===== config.mk =====
export PLATFORM = sky130hd
export DESIGN_NAME = envelope_dynamic_compressor
export DESIGN_NICKNAME = d
export VERILOG_FILES = /design/src/rtl/edc_pkg.sv /design/src/rtl/edc_front.sv /design/src/rtl/edc_fifo.sv /design/src/rtl/edc_back.sv /design/src/rtl/envelope_dynamic_compressor.sv
export SDC_FILE = /design/constraint.sdc
export NUM_CORES = 2
export LEC_CHECK = 0
export ABC_AREA = 1
export ABC_CLOCK_PERIOD_IN_PS = 6500
export BUFFER_PORTS_ARGS = -buffer_cell sky130_fd_sc_hd__buf_4
export CAP_MARGIN = 10
export CELL_PAD_IN_SITES_DETAIL_PLACEMENT = 0
export CELL_PAD_IN_SITES_GLOBAL_PLACEMENT = 1
export CORE_ASPECT_RATIO = 0.7
export CORE_MARGIN = 10
export CORE_UTILIZATION = 45
export DETAILED_ROUTE_END_ITERATION = 7
export PLACE_DENSITY = 0.88
export SETUP_SLACK_MARGIN = 0.3
export SLEW_MARGIN = 25
export SYNTH_ARGS = -nofsm -noshare
export SYNTH_HDL_FRONTEND = slang
export SYNTH_SLANG_ARGS = --single-unit

===== constraint.sdc =====
create_clock -name clock -period 6.5 [get_ports clock]
set_input_delay 1.625 -clock clock [delete_from_list [all_inputs] [get_ports clock]]
set_output_delay 1.625 -clock clock [all_outputs]
set_load 0.01 [all_outputs]

===== src/rtl/edc_pkg.sv =====
`timescale 1ns / 1ps
// Shared constants, types and register indexes of the envelope dynamic compressor.
// Depends on nothing; every other file of the block imports it.
package edc_pkg;

   localparam int SAMPLE_BITS = 16;
   localparam int WEIGHT_BITS = 16;
   localparam int ENV_FRAC    = 16;
   localparam int MAG_BITS    = SAMPLE_BITS - 1;
   localparam int ABS_BITS    = SAMPLE_BITS + 1;
   localparam int ENV_BITS    = MAG_BITS + ENV_FRAC;
   localparam int WPROD_BITS  = WEIGHT_BITS + ENV_BITS;
   localparam int MPROD_BITS  = WEIGHT_BITS + 1 + MAG_BITS;
   localparam int NUM_BITS    = ABS_BITS + ENV_BITS;
   localparam int DIV_STEPS   = ABS_BITS;
   localparam int DCNT_BITS   = $clog2(DIV_STEPS);
   localparam int FIFO_DEPTH  = 2;
   localparam int FPTR_BITS   = 1;
   localparam int FCNT_BITS   = 2;

   localparam int ADDR_BITS = 4;
   localparam int DATA_BITS = 32;

   localparam logic [1:0] REG_THRESHOLD = 2'd0;
   localparam logic [1:0] REG_INV_RATIO = 2'd1;
   localparam logic [1:0] REG_ATTACK    = 2'd2;
   localparam logic [1:0] REG_RELEASE   = 2'd3;

   localparam logic [MAG_BITS-1:0]    THRESHOLD_RESET = 15'd32767;
   localparam logic [WEIGHT_BITS-1:0] INV_RATIO_RESET = 16'd32768;
   localparam logic [WEIGHT_BITS-1:0] ATTACK_RESET    = 16'd60000;
   localparam logic [WEIGHT_BITS-1:0] RELEASE_RESET   = 16'd65000;

   // One classified sample as it waits between the front and the back.
   typedef struct packed {
      logic [SAMPLE_BITS-1:0] raw;
      logic                   neg;
      logic [ABS_BITS-1:0]    absval;
      logic [MAG_BITS-1:0]    mag;
      logic                   block_end;
   } edc_item_type;

   typedef struct packed {
      logic [MAG_BITS-1:0]    threshold;
      logic [WEIGHT_BITS-1:0] inv_ratio;
      logic [WEIGHT_BITS-1:0] attack;
      logic [WEIGHT_BITS-1:0] release_w;
   } edc_cfg_type;

   // Handshake between the queue and the back end.
   typedef struct packed {
      logic pop;
   } edc_qctl_type;

endpackage


===== src/rtl/edc_front.sv =====
`timescale 1ns / 1ps
// Front end: accepts a sample and classifies it into sign, magnitude and the
// saturated envelope magnitude. Depends on edc_pkg.
module edc_front (
   input  logic [edc_pkg::SAMPLE_BITS-1:0] req_sample_in,
   input  logic                            req_block_end_in,
   input  logic                            req_push,
   output logic                            req_full,
   input  logic                            fifo_full,
   output logic                            fifo_push,
   output edc_pkg::edc_item_type           fifo_item
);
   import edc_pkg::*;

   logic [ABS_BITS-1:0] absval;

   // The most negative sample comes out as 2^(SAMPLE_BITS-1), one above the
   // largest positive sample.
   always_comb begin
      if (req_sample_in[SAMPLE_BITS-1]) begin
         absval = {1'b1, {SAMPLE_BITS{1'b0}}} - {1'b0, req_sample_in};
      end else begin
         absval = {1'b0, req_sample_in};
      end
   end

   always_comb begin
      fifo_item.raw       = req_sample_in;
      fifo_item.neg       = req_sample_in[SAMPLE_BITS-1];
      fifo_item.absval    = absval;
      fifo_item.block_end = req_block_end_in;
      if (absval[ABS_BITS-1:MAG_BITS] != 2'b00) begin
         fifo_item.mag = {MAG_BITS{1'b1}};
      end else begin
         fifo_item.mag = absval[MAG_BITS-1:0];
      end
   end

   assign req_full  = fifo_full;
   assign fifo_push = req_push && !fifo_full;

endmodule


===== src/rtl/edc_fifo.sv =====
`timescale 1ns / 1ps
// Short queue of classified samples between the front and back ends.
// Depends on edc_pkg.
module edc_fifo (
   input  logic                  clock,
   input  logic                  reset,
   input  logic                  push,
   input  edc_pkg::edc_item_type wdata,
   output logic                  full,
   input  edc_pkg::edc_qctl_type ctl_in,
   output logic                  empty,
   output edc_pkg::edc_item_type rdata
);
   import edc_pkg::*;

   edc_item_type           entry_ff [FIFO_DEPTH];
   logic [FPTR_BITS-1:0]   wr_ptr_ff, wr_ptr_in;
   logic [FPTR_BITS-1:0]   rd_ptr_ff, rd_ptr_in;
   logic [FCNT_BITS-1:0]   count_ff, count_in;
   logic                   do_push, do_pop;

   assign full    = (count_ff == FCNT_BITS'(FIFO_DEPTH));
   assign empty   = (count_ff == '0);
   assign do_push = push && !full;
   assign do_pop  = ctl_in.pop && !empty;
   assign rdata   = entry_ff[rd_ptr_ff];

   always_comb begin
      wr_ptr_in = do_push ? wr_ptr_ff + 1'b1 : wr_ptr_ff;
      rd_ptr_in = do_pop ? rd_ptr_ff + 1'b1 : rd_ptr_ff;
      count_in  = count_ff;
      if (do_push && !do_pop) begin
         count_in = count_ff + 1'b1;
      end else if (do_pop && !do_push) begin
         count_in = count_ff - 1'b1;
      end
   end

   always_ff @(posedge clock) begin
      if (reset) begin
         wr_ptr_ff <= '0;
         rd_ptr_ff <= '0;
         count_ff  <= '0;
      end else begin
         wr_ptr_ff <= wr_ptr_in;
         rd_ptr_ff <= rd_ptr_in;
         count_ff  <= count_in;
      end
   end

   always_ff @(posedge clock) begin
      if (do_push) begin
         entry_ff[wr_ptr_ff] <= wdata;
      end
   end

endmodule


===== src/rtl/edc_back.sv =====
`timescale 1ns / 1ps
// Back end: envelope follower, gain computation, restoring divider and the
// result register. Depends on edc_pkg.
module edc_back (
   input  logic                               clock,
   input  logic                               reset,
   input  edc_pkg::edc_cfg_type               cfg,
   input  logic                               fifo_empty,
   input  edc_pkg::edc_item_type              fifo_item,
   output edc_pkg::edc_qctl_type              qctl,
   output logic                               rsp_empty,
   input  logic                               rsp_pop,
   output logic [edc_pkg::SAMPLE_BITS-1:0]    rsp_sample_out,
   output logic                               rsp_block_end_out,
   output logic                               rsp_reducing,
   output logic [edc_pkg::MAG_BITS-1:0]       rsp_envelope_level
);
   import edc_pkg::*;

   typedef enum logic [8:0] {
      ST_IDLE = 9'b000000001,
      ST_MUL  = 9'b000000010,
      ST_SUM  = 9'b000000100,
      ST_CMP  = 9'b000001000,
      ST_MULG = 9'b000010000,
      ST_GAIN = 9'b000100000,
      ST_MULN = 9'b001000000,
      ST_DIV  = 9'b010000000,
      ST_DONE = 9'b100000000
   } back_state_type;

   back_state_type          state_ff, state_in;
   edc_item_type            item_ff, item_in;
   logic [ENV_BITS-1:0]     env_ff, env_in;
   logic [WEIGHT_BITS-1:0]  weight_ff, weight_in;
   logic [WPROD_BITS-1:0]   p1_ff, p1_in;
   logic [MPROD_BITS-1:0]   p2_ff, p2_in;
   logic                    red_ff, red_in;
   logic [ENV_BITS-1:0]     diff_ff, diff_in;
   logic [WPROD_BITS-1:0]   pg_ff, pg_in;
   logic [ENV_BITS-1:0]     gain_ff, gain_in;
   logic [ENV_BITS-1:0]     rem_ff, rem_in;
   logic [ABS_BITS-1:0]     nq_ff, nq_in;
   logic [DCNT_BITS-1:0]    cnt_ff, cnt_in;

   logic                    out_valid_ff, out_valid_in;
   logic [SAMPLE_BITS-1:0]  out_sample_ff;
   logic                    out_block_end_ff;
   logic                    out_reducing_ff;
   logic [MAG_BITS-1:0]     out_env_ff;

   logic [ENV_BITS-1:0]     mscaled;
   logic [ENV_BITS-1:0]     thr_scaled;
   logic [NUM_BITS-1:0]     env_sum;
   logic [NUM_BITS-1:0]     num;
   logic [ENV_BITS:0]       trial;
   logic                    trial_ge;
   logic [SAMPLE_BITS-1:0]  result;
   logic                    done_fire;

   assign mscaled    = {fifo_item.mag, {ENV_FRAC{1'b0}}};
   assign thr_scaled = {cfg.threshold, {ENV_FRAC{1'b0}}};
   assign env_sum    = {1'b0, p1_ff} + {p2_ff, {ENV_FRAC{1'b0}}}
                     + NUM_BITS'(1 << (WEIGHT_BITS - 1));
   assign num        = {{(NUM_BITS-ABS_BITS){1'b0}}, item_ff.absval}
                     * {{(NUM_BITS-ENV_BITS){1'b0}}, gain_ff};
   assign trial      = {rem_ff, nq_ff[ABS_BITS-1]};
   assign trial_ge   = (trial >= {1'b0, env_ff});
   assign done_fire  = (state_ff == ST_DONE) && (!out_valid_ff || rsp_pop);

   always_comb begin
      if (!red_ff) begin
         result = item_ff.raw;
      end else if (item_ff.neg) begin
         result = SAMPLE_BITS'(~nq_ff + 1'b1);
      end else begin
         result = nq_ff[SAMPLE_BITS-1:0];
      end
   end

   always_comb begin
      state_in  = state_ff;
      item_in   = item_ff;
      env_in    = env_ff;
      weight_in = weight_ff;
      p1_in     = p1_ff;
      p2_in     = p2_ff;
      red_in    = red_ff;
      diff_in   = diff_ff;
      pg_in     = pg_ff;
      gain_in   = gain_ff;
      rem_in    = rem_ff;
      nq_in     = nq_ff;
      cnt_in    = cnt_ff;
      qctl.pop  = 1'b0;
      case (state_ff)
         ST_IDLE: begin
            if (!fifo_empty) begin
               qctl.pop  = 1'b1;
               item_in   = fifo_item;
               weight_in = (mscaled > env_ff) ? cfg.attack : cfg.release_w;
               state_in  = ST_MUL;
            end
         end
         ST_MUL: begin
            p1_in = {{ENV_BITS{1'b0}}, weight_ff} * {{WEIGHT_BITS{1'b0}}, env_ff};
            p2_in = {{MAG_BITS{1'b0}}, ({1'b1, {WEIGHT_BITS{1'b0}}} - {1'b0, weight_ff})}
                  * {{(WEIGHT_BITS+1){1'b0}}, item_ff.mag};
            state_in = ST_SUM;
         end
         ST_SUM: begin
            env_in   = env_sum[WEIGHT_BITS +: ENV_BITS];
            state_in = ST_CMP;
         end
         ST_CMP: begin
            red_in   = (env_ff > thr_scaled);
            diff_in  = env_ff - thr_scaled;
            state_in = (env_ff > thr_scaled) ? ST_MULG : ST_DONE;
         end
         ST_MULG: begin
            pg_in = {{WEIGHT_BITS{1'b0}}, diff_ff} * {{ENV_BITS{1'b0}}, cfg.inv_ratio};
            state_in = ST_GAIN;
         end
         ST_GAIN: begin
            gain_in  = thr_scaled + pg_ff[WEIGHT_BITS +: ENV_BITS];
            state_in = ST_MULN;
         end
         ST_MULN: begin
            rem_in   = num[NUM_BITS-1:ABS_BITS];
            nq_in    = num[ABS_BITS-1:0];
            cnt_in   = '0;
            state_in = ST_DIV;
         end
         ST_DIV: begin
            if (trial_ge) begin
               rem_in = ENV_BITS'(trial - {1'b0, env_ff});
            end else begin
               rem_in = trial[ENV_BITS-1:0];
            end
            nq_in  = {nq_ff[ABS_BITS-2:0], trial_ge};
            cnt_in = cnt_ff + 1'b1;
            if (cnt_ff == DCNT_BITS'(DIV_STEPS - 1)) begin
               state_in = ST_DONE;
            end
         end
         ST_DONE: begin
            if (done_fire) begin
               state_in = ST_IDLE;
            end
         end
         default: begin
            state_in = ST_IDLE;
         end
      endcase
   end

   always_comb begin
      out_valid_in = out_valid_ff;
      if (done_fire) begin
         out_valid_in = 1'b1;
      end else if (rsp_pop) begin
         out_valid_in = 1'b0;
      end
   end

   always_ff @(posedge clock) begin
      if (reset) begin
         state_ff     <= ST_IDLE;
         env_ff       <= '0;
         out_valid_ff <= 1'b0;
      end else begin
         state_ff     <= state_in;
         env_ff       <= env_in;
         out_valid_ff <= out_valid_in;
      end
   end

   always_ff @(posedge clock) begin
      item_ff   <= item_in;
      weight_ff <= weight_in;
      p1_ff     <= p1_in;
      p2_ff     <= p2_in;
      red_ff    <= red_in;
      diff_ff   <= diff_in;
      pg_ff     <= pg_in;
      gain_ff   <= gain_in;
      rem_ff    <= rem_in;
      nq_ff     <= nq_in;
      cnt_ff    <= cnt_in;
      if (done_fire) begin
         out_sample_ff    <= result;
         out_block_end_ff <= item_ff.block_end;
         out_reducing_ff  <= red_ff;
         out_env_ff       <= env_ff[ENV_FRAC +: MAG_BITS];
      end
   end

   assign rsp_empty          = !out_valid_ff;
   assign rsp_sample_out     = out_sample_ff;
   assign rsp_block_end_out  = out_block_end_ff;
   assign rsp_reducing       = out_reducing_ff;
   assign rsp_envelope_level = out_env_ff;

endmodule


===== src/rtl/envelope_dynamic_compressor.sv =====
`timescale 1ns / 1ps
// Top level of the envelope dynamic compressor: register port, front end, queue
// and back end. Depends on edc_pkg, edc_front, edc_fifo and edc_back.

// Feed-forward peak-envelope compressor for signed Q1.15 samples. Each
// sample's magnitude, saturated to 32767, drives a one-pole envelope that
// uses the attack weight while the magnitude is above the envelope and the
// release weight otherwise. When the updated envelope is above the threshold,
// the sample is scaled by gain/envelope with gain = threshold +
// (envelope - threshold) * inverse_ratio, truncated toward zero; otherwise it
// passes unchanged. The restoring divider in the back end produces one quotient
// bit per cycle. A two-entry queue between the front end and the back end takes
// new samples while the back end works, and a result register holds a finished
// transfer until it is popped, so the back end only waits when that register is
// still full. Registers sit at byte addresses 0 (threshold), 4 (inverse ratio),
// 8 (attack weight) and 12 (release weight); they should be written only while
// no sample is in flight.
module envelope_dynamic_compressor (
   input  logic                              clock,
   input  logic                              reset,
   input  logic                              req_push,
   output logic                              req_full,
   input  logic [edc_pkg::SAMPLE_BITS-1:0]   req_sample_in,
   input  logic                              req_block_end_in,
   output logic                              rsp_empty,
   input  logic                              rsp_pop,
   output logic [edc_pkg::SAMPLE_BITS-1:0]   rsp_sample_out,
   output logic                              rsp_block_end_out,
   output logic                              rsp_reducing,
   output logic [edc_pkg::MAG_BITS-1:0]      rsp_envelope_level,
   input  logic                              csr_psel,
   input  logic                              csr_penable,
   input  logic                              csr_pwrite,
   input  logic [edc_pkg::ADDR_BITS-1:0]     csr_paddr,
   input  logic [edc_pkg::DATA_BITS-1:0]     csr_pwdata,
   output logic [edc_pkg::DATA_BITS-1:0]     csr_prdata,
   output logic                              csr_pready
);
   import edc_pkg::*;

   // Configuration registers.
   logic [MAG_BITS-1:0]    threshold_ff;
   logic [WEIGHT_BITS-1:0] inv_ratio_ff;
   logic [WEIGHT_BITS-1:0] attack_ff;
   logic [WEIGHT_BITS-1:0] release_ff;
   logic                   csr_write;
   logic [1:0]             csr_index;
   edc_cfg_type            cfg;

   // Links between the parts.
   logic                   fifo_full;
   logic                   fifo_push;
   edc_item_type           push_item;
   edc_item_type           head_item;
   logic                   fifo_empty;
   edc_qctl_type           qctl;

   assign csr_pready = 1'b1;
   assign csr_write  = csr_psel && csr_penable && csr_pwrite && csr_pready;
   assign csr_index  = csr_paddr[3:2];

   // Bits above a register's width are dropped on a write.
   always_ff @(posedge clock) begin
      if (reset) begin
         threshold_ff <= THRESHOLD_RESET;
         inv_ratio_ff <= INV_RATIO_RESET;
         attack_ff    <= ATTACK_RESET;
         release_ff   <= RELEASE_RESET;
      end else if (csr_write) begin
         case (csr_index)
            REG_THRESHOLD: threshold_ff <= csr_pwdata[MAG_BITS-1:0];
            REG_INV_RATIO: inv_ratio_ff <= csr_pwdata[WEIGHT_BITS-1:0];
            REG_ATTACK:    attack_ff    <= csr_pwdata[WEIGHT_BITS-1:0];
            REG_RELEASE:   release_ff   <= csr_pwdata[WEIGHT_BITS-1:0];
            default: begin
            end
         endcase
      end
   end

   always_comb begin
      case (csr_index)
         REG_THRESHOLD: csr_prdata = {{(DATA_BITS-MAG_BITS){1'b0}}, threshold_ff};
         REG_INV_RATIO: csr_prdata = {{(DATA_BITS-WEIGHT_BITS){1'b0}}, inv_ratio_ff};
         REG_ATTACK:    csr_prdata = {{(DATA_BITS-WEIGHT_BITS){1'b0}}, attack_ff};
         REG_RELEASE:   csr_prdata = {{(DATA_BITS-WEIGHT_BITS){1'b0}}, release_ff};
         default:       csr_prdata = '0;
      endcase
   end

   assign cfg.threshold = threshold_ff;
   assign cfg.inv_ratio = inv_ratio_ff;
   assign cfg.attack    = attack_ff;
   assign cfg.release_w = release_ff;

   // The front end classifies each incoming sample in the cycle of its
   // transfer and drops it into the queue.
   edc_front u_front (
      .req_sample_in    (req_sample_in),
      .req_block_end_in (req_block_end_in),
      .req_push         (req_push),
      .req_full         (req_full),
      .fifo_full        (fifo_full),
      .fifo_push        (fifo_push),
      .fifo_item        (push_item)
   );

   edc_fifo u_fifo (
      .clock  (clock),
      .reset  (reset),
      .push   (fifo_push),
      .wdata  (push_item),
      .full   (fifo_full),
      .ctl_in (qctl),
      .empty  (fifo_empty),
      .rdata  (head_item)
   );

   // The back end owns the envelope and works through one sample at a time.
   edc_back u_back (
      .clock              (clock),
      .reset              (reset),
      .cfg                (cfg),
      .fifo_empty         (fifo_empty),
      .fifo_item          (head_item),
      .qctl               (qctl),
      .rsp_empty          (rsp_empty),
      .rsp_pop            (rsp_pop),
      .rsp_sample_out     (rsp_sample_out),
      .rsp_block_end_out  (rsp_block_end_out),
      .rsp_reducing       (rsp_reducing),
      .rsp_envelope_level (rsp_envelope_level)
   );

   // The back end never takes a sample from an empty queue.
   assert property (@(posedge clock) disable iff (reset)
      qctl.pop |-> !fifo_empty)
      else $error("back end popped an empty queue");

   // A reducing result carries an envelope at or above the threshold.
   assert property (@(posedge clock) disable iff (reset)
      (!rsp_empty && rsp_reducing) |-> (rsp_envelope_level >= threshold_ff))
      else $error("reducing result with envelope below threshold");

   // A result without gain carries an envelope at or below the threshold.
   assert property (@(posedge clock) disable iff (reset)
      (!rsp_empty && !rsp_reducing) |-> (rsp_envelope_level <= threshold_ff))
      else $error("unreduced result with envelope above threshold");

endmodule


* Yosys cells after proc, flatten, opt, wreduce, memory -nomap -nowiden *
Memory sizes are Yosys's and may differ from the RTL's. A register that Yosys moved wholly into a read port is not among the register bits.
Cells that the tools add are included.

operators by class
  add/subtract/negate cells = 13
  bitwise logic cells = 2
  reductions and logical operators = 26
  equal/unequal tests = 17
  order comparisons = 3
  $mul = 4
  mux-type cells = 25

operator list
  operator                                             number
  case mux 32 bit (4 select lines)                     1
  case mux 9 bit (9 select lines)                      1
  greater-than comparator 31 bit                       2
  case mux 31 bit (2 select lines)                     1
  subtractor 31 bit                                    2
  multiplier 17 x 31 -> 48 bit                         1
  2-to-1 mux 16 bit                                    3
  adder 47 x 16 -> 47 bit (second input constant)      1
  adder 47 bit                                         1
  multiplier 16 x 31 -> 47 bit                         1
  multiplier 31 x 16 -> 47 bit                         1
  2-to-1 mux 9 bit                                     4
  case mux 17 bit (2 select lines)                     1
  subtractor 17 x 16 -> 17 bit (first input constant)  2
  >= comparator 32 x 31 -> 1 bit                       1
  adder 31 bit                                         1
  multiplier 17 x 15 -> 31 bit                         1
  2-to-1 mux 31 bit                                    1
  2-to-1 mux 17 bit                                    1
  adder 16 x 1 -> 16 bit (second input constant)       1
  inverter 16 bit                                      1
  2-to-1 mux 15 bit                                    1
  case mux 5 bit (2 select lines)                      1
  AND reduction 2 bit                                  5
  other kinds (27)                                     54

word-level totals
  memories kept = 1
  logic and storage cells = 120
  bits of input ports = 60
  RAM bits = 100
  bits in registers = 448

memory list
  memory           depth  width  read ports  clocked after Yosys merged registers in  wr ports  line            source
  u_fifo.entry_ff  2      50     1           1                                        1         edc_fifo.sv:16  edc_item_type entry_ff [FIFO_DEPTH];

* Depth between registers and ports, before layout *
  word-level depth = 8
  gate-level depth with buffers = 39
  gate-level depth less buffers = 37

* Hierarchy *
A second synthesis with hierarchy kept.

unflattened totals
  cells, all modules = 11,213
  area, all modules = 86,903.3 µm²

modules (own cells, without submodules)
  module                       sequential area each (µm²)  cells each  area an instance (µm²)  times used
  edc_back                     10,099.7                    10,439      79,054.6                1
  edc_fifo                     3,103.0                     193         4,115.2                 1
  envelope_dynamic_compressor  1,261.2                     439         2,941.6                 1
  edc_front                    0.0                         142         792.0                   1

* Least setup slack after synthesis *
Ideal clock, no wire load.

  path type = register to register
  from = reg u_back.weight_ff[0]
  to = reg u_back.p2_ff[16] (data pin)
  required time = 6.241 ns
  arrival time = 6.528 ns
  setup time = 0.259 ns
  stages on the path, launching flop included = 34
  slack = -0.287 ns
  cells stage by stage = edfxtp_1 buf_2 buf_1 inv_1 ha_1 nand2_2 nor2_4 nand3_2 or2_4 nor2_8 inv_1 o21bai_1 nand2_2 inv_2 nor2_1 fa_1 inv_1 fa_1 inv_1 fa_1 inv_1 fa_1 inv_1 fa_1 inv_1 fa_1 inv_1 ha_1 nand2_1 nor2_1 inv_1 o21ai_0 a31oi_1 xnor2_1

on the way
  cells in the longest elaborated chain, start to end = 2

RTL lines
  item                          line             source
  from (decl)                   edc_back.sv:35   logic [WEIGHT_BITS-1:0] weight_ff, weight_in;
  from (signal assigned)        edc_back.sv:180  weight_ff <= weight_in;
  subtractor 17 x 16 -> 17 bit  edc_back.sv:107  p2_in = {{MAG_BITS{1'b0}}, ({1'b1, {WEIGHT_BITS{1'b0}}} - {1'b0, weight_ff})}
  multiplier 17 x 15 -> 31 bit  edc_back.sv:108  * {{(WEIGHT_BITS+1){1'b0}}, item_ff.mag};
  to (signal assigned)          edc_back.sv:182  p2_ff <= p2_in;
  to (decl)                     edc_back.sv:37   logic [MPROD_BITS-1:0] p2_ff, p2_in;

No other way between the ends.
A chain may end at the register's enable or synchronous reset.

* Worst setup path in the final report *
  from = reg u_back.weight_ff[0]
  to = reg u_back.p2_ff[24] (data pin)

The elaborated chain is that of the path after synthesis.

==> out/results.tsv <==
metric	value	unit
grtUsageTotal	26.2	%
arrival	7170	ps
hold_end	u_back.gain_ff[2]	
fin_hold_ws	415	ps
final_antenna_net_count	0	
ys_seq_area_share	16.6	%
die_h	385	um
synth.yosys.warnings	0	
period_needed	6730	ps
syn_to_final_growth	12.5	%
fmax	149	MHz
r2r_cells	28	
path_max_fanout	6	
postSynth.asyncResetShare	0	%
hold_buffers	0	
whs_path_depth	0	
startpoint_type	register	
nNetsFinal	13400	
finalMaxSlewViolations	0	
num_rows	134	
wire_per_inst	19.9	um
worst-setup-path-type	register to register	
grt_pass1_vias	73500	
tightest_slew	1000	ps
die_w	542	um
critPathBufInv	6	
place_area	92100	um^2
antenna_found_initial	7	
required	6940	ps
coreArea	190000	um^2
synthCells	11100	
dpl.hpwl	227	mm
synth.ff_latch_count	512	
finalWirelength	276	mm
clkSlewWorstSetupHoldPaths	60	ps
cts_max_level	2	
violations	negative setup slack	
clk_path_buf_depth	3	
mostFrequentLayoutCells	2996 x nand2_1, 2874 x inv_1, 1421 x fa_1	
drive_gt1_share	10.1	%
r2r-end	u_back.p2_ff[24]	
synth_edf_count	403	
cts.sinks	512	
final_area	96600	um^2
yosys_most_used_dff	edfxtp_1	
cp_top_family	adder cells	
utilization	50.8	%
dr.pass1.iters	8	
slew_headroom	33.1	%
viasPerCell	5.17	
r2r_slack	-230	ps
layout_commonest_cell	nand2_1	
setup_viol	17	
synth_cell_types	55	
grt_max_degree	76	
cts_made_buffers	57	
drcViolationCount	0	
min_path_type	register to register	
cap_violations	0	
status	finished with violations	
nFillCells	18000	
max_stage_delay	610	ps
root_buffer	clkbuf_16	
die_area	209000	um^2
fin_ws	-229	ps
finalCritPeriodShare	104	%
cts_tree	done	
crit_top_cell	fa_1	
ios	128	
setup_tns	-1910	ps
routabilityCongestion	0.984	
start_util	45.1	%
r2r_start	u_back.weight_ff[0]	
hp-start	u_back.pg_ff[18]	
skew	68.8	ps
avgSynthCellArea	7.74	um^2
port-buffer-count	92	
syn_area	85800	um^2
overflow	0	
grt_setup_unrepaired	yes	
worst_path_max_delay_cell	fa_2	
insertion_delay	700	ps
hold_viol_final	0	
worstSetupEndpointType	register	
grt_pass1_wl	429	mm
drt_iter0_drc	6691	
vias	71800	
registers in the layout (all words and copies together) (netlist names), 17 cells and up, named ones only:
register	cells
u_back.pg_ff	31
u_back.diff_ff	31
u_back.p2_ff	31
u_back.rem_ff	31
u_back.p1_ff	32
u_back.gain_ff	31
u_back.env_ff	31
u_back.nq_ff	17
u_fifo.entry_ff	96
u_back.item_ff	48
worst max path at each step:
stage	end	cells past startpoint	from	slack, ps
after floorplan	u_back.p2_ff[23]	33	u_back.weight_ff[0]	100
after global placement	u_back.p2_ff[23]	35	u_back.weight_ff[1]	-330
after detailed placement	u_back.p2_ff[24]	34	u_back.weight_ff[1]	-350
after CTS	u_back.p2_ff[23]	30	u_back.weight_ff[0]	-150
after global routing	u_back.p2_ff[28]	28	u_back.weight_ff[1]	-430
final	u_back.p2_ff[24]	28	u_back.weight_ff[0]	-230
what timing repair did:
item / 4_1_cts / 5_1_grt
setup endpoints to repair: 52 / 106
setup buffers: 46 / 43
resized for setup: 119 / 238
endpoints found under the hold margin: 0 / 0
pin swaps: 59 / 51
gates cloned: 0 / 5
metal layers:
layer	routed length, um	GRT usage (%)	up-vias
met2	117000	40.0	3068
met1	122000	37.8	35300
met5	13	0	-
li1	-	-	33000
met3	26300	5.11	436
met4	10100	8.08	2
synth_stat cells (all sizes together) (6+ instances only):
cell type / count / area, um^2
a21boi: 9 / 67.6
a21o: 20 / 150
a21oi: 314 / 1570
a31oi: 6 / 37.5
and2: 8 / 50.1
buf: 67 / 383
clkbuf: 397 / 1490
dfxtp: 109 / 2180
edfxtp: 403 / 12100
fa: 1436 / 28700
ha: 557 / 6970
inv: 2916 / 10900
mux2: 48 / 541
nand2: 3052 / 11500
nand3: 345 / 1750
nand3b: 15 / 113
nand4: 97 / 607
nor2: 673 / 2570
nor3: 64 / 330
nor4: 26 / 163
o2111ai: 8 / 70.1
o211ai: 21 / 158
o21a: 18 / 135
o21ai: 230 / 1160
o21bai: 38 / 285
or2: 26 / 168
xnor2: 52 / 455
xor2: 112 / 1000
final cells by class:
class	count	area, um^2	area share (%)
inverter	2919	11000	11.4
antenna	4	10.0	0.0104
clock inverter	34	349	0.362
clock buffer	73	1590	1.64
multi-input combinational	7207	60100	62.3
sequential	512	14300	14.8
tap	2516	3150	3.26
timing repair buffer	630	6070	6.29
per-stage QoR:
stage	setup WS, ps	std cells
5_1_grt	-430	13900
2_1_floorplan	103	11100
4_1_cts	-150	13800
3_3_place_gp	-334	13700
3_5_place_dp	-350	13700
6_report	-229	13900
worst reg2reg max path, delay by kind of cell, from the launching register on:
kind                       cells  cell delay [ps]
xor gates and xnor gates       1              120
AOI/OAI and AO/OA              1               60
adders and majority gates      8             3550
and+or+nand+nor               12             1830
DFF                            1              420
buffers and inverters          6              510
cells by family (layout without fill, tap and decap cells):
| family | after synthesis | in the layout | share of synthesized area [%] |
|---|---|---|---|
| DFF | 512 | 512 | 16.6 |
| AOI/OAI and AO/OA | 673 | 673 | 4.32 |
| and+or+nand+nor | 4310 | 4310 | 20.1 |
| buffers and inverters | 3383 | 3656 | 15.0 |
| adders and majority gates | 1993 | 1993 | 41.6 |
| xor gates and xnor gates | 164 | 164 | 1.70 |
| other | 2 | 23 | 0.00875 |
| muxes | 48 | 48 | 0.630 |
Power is left out: the tool's default activity adds up to more than one toggle a clock period on the data nets, which glitch-free logic cannot reach.
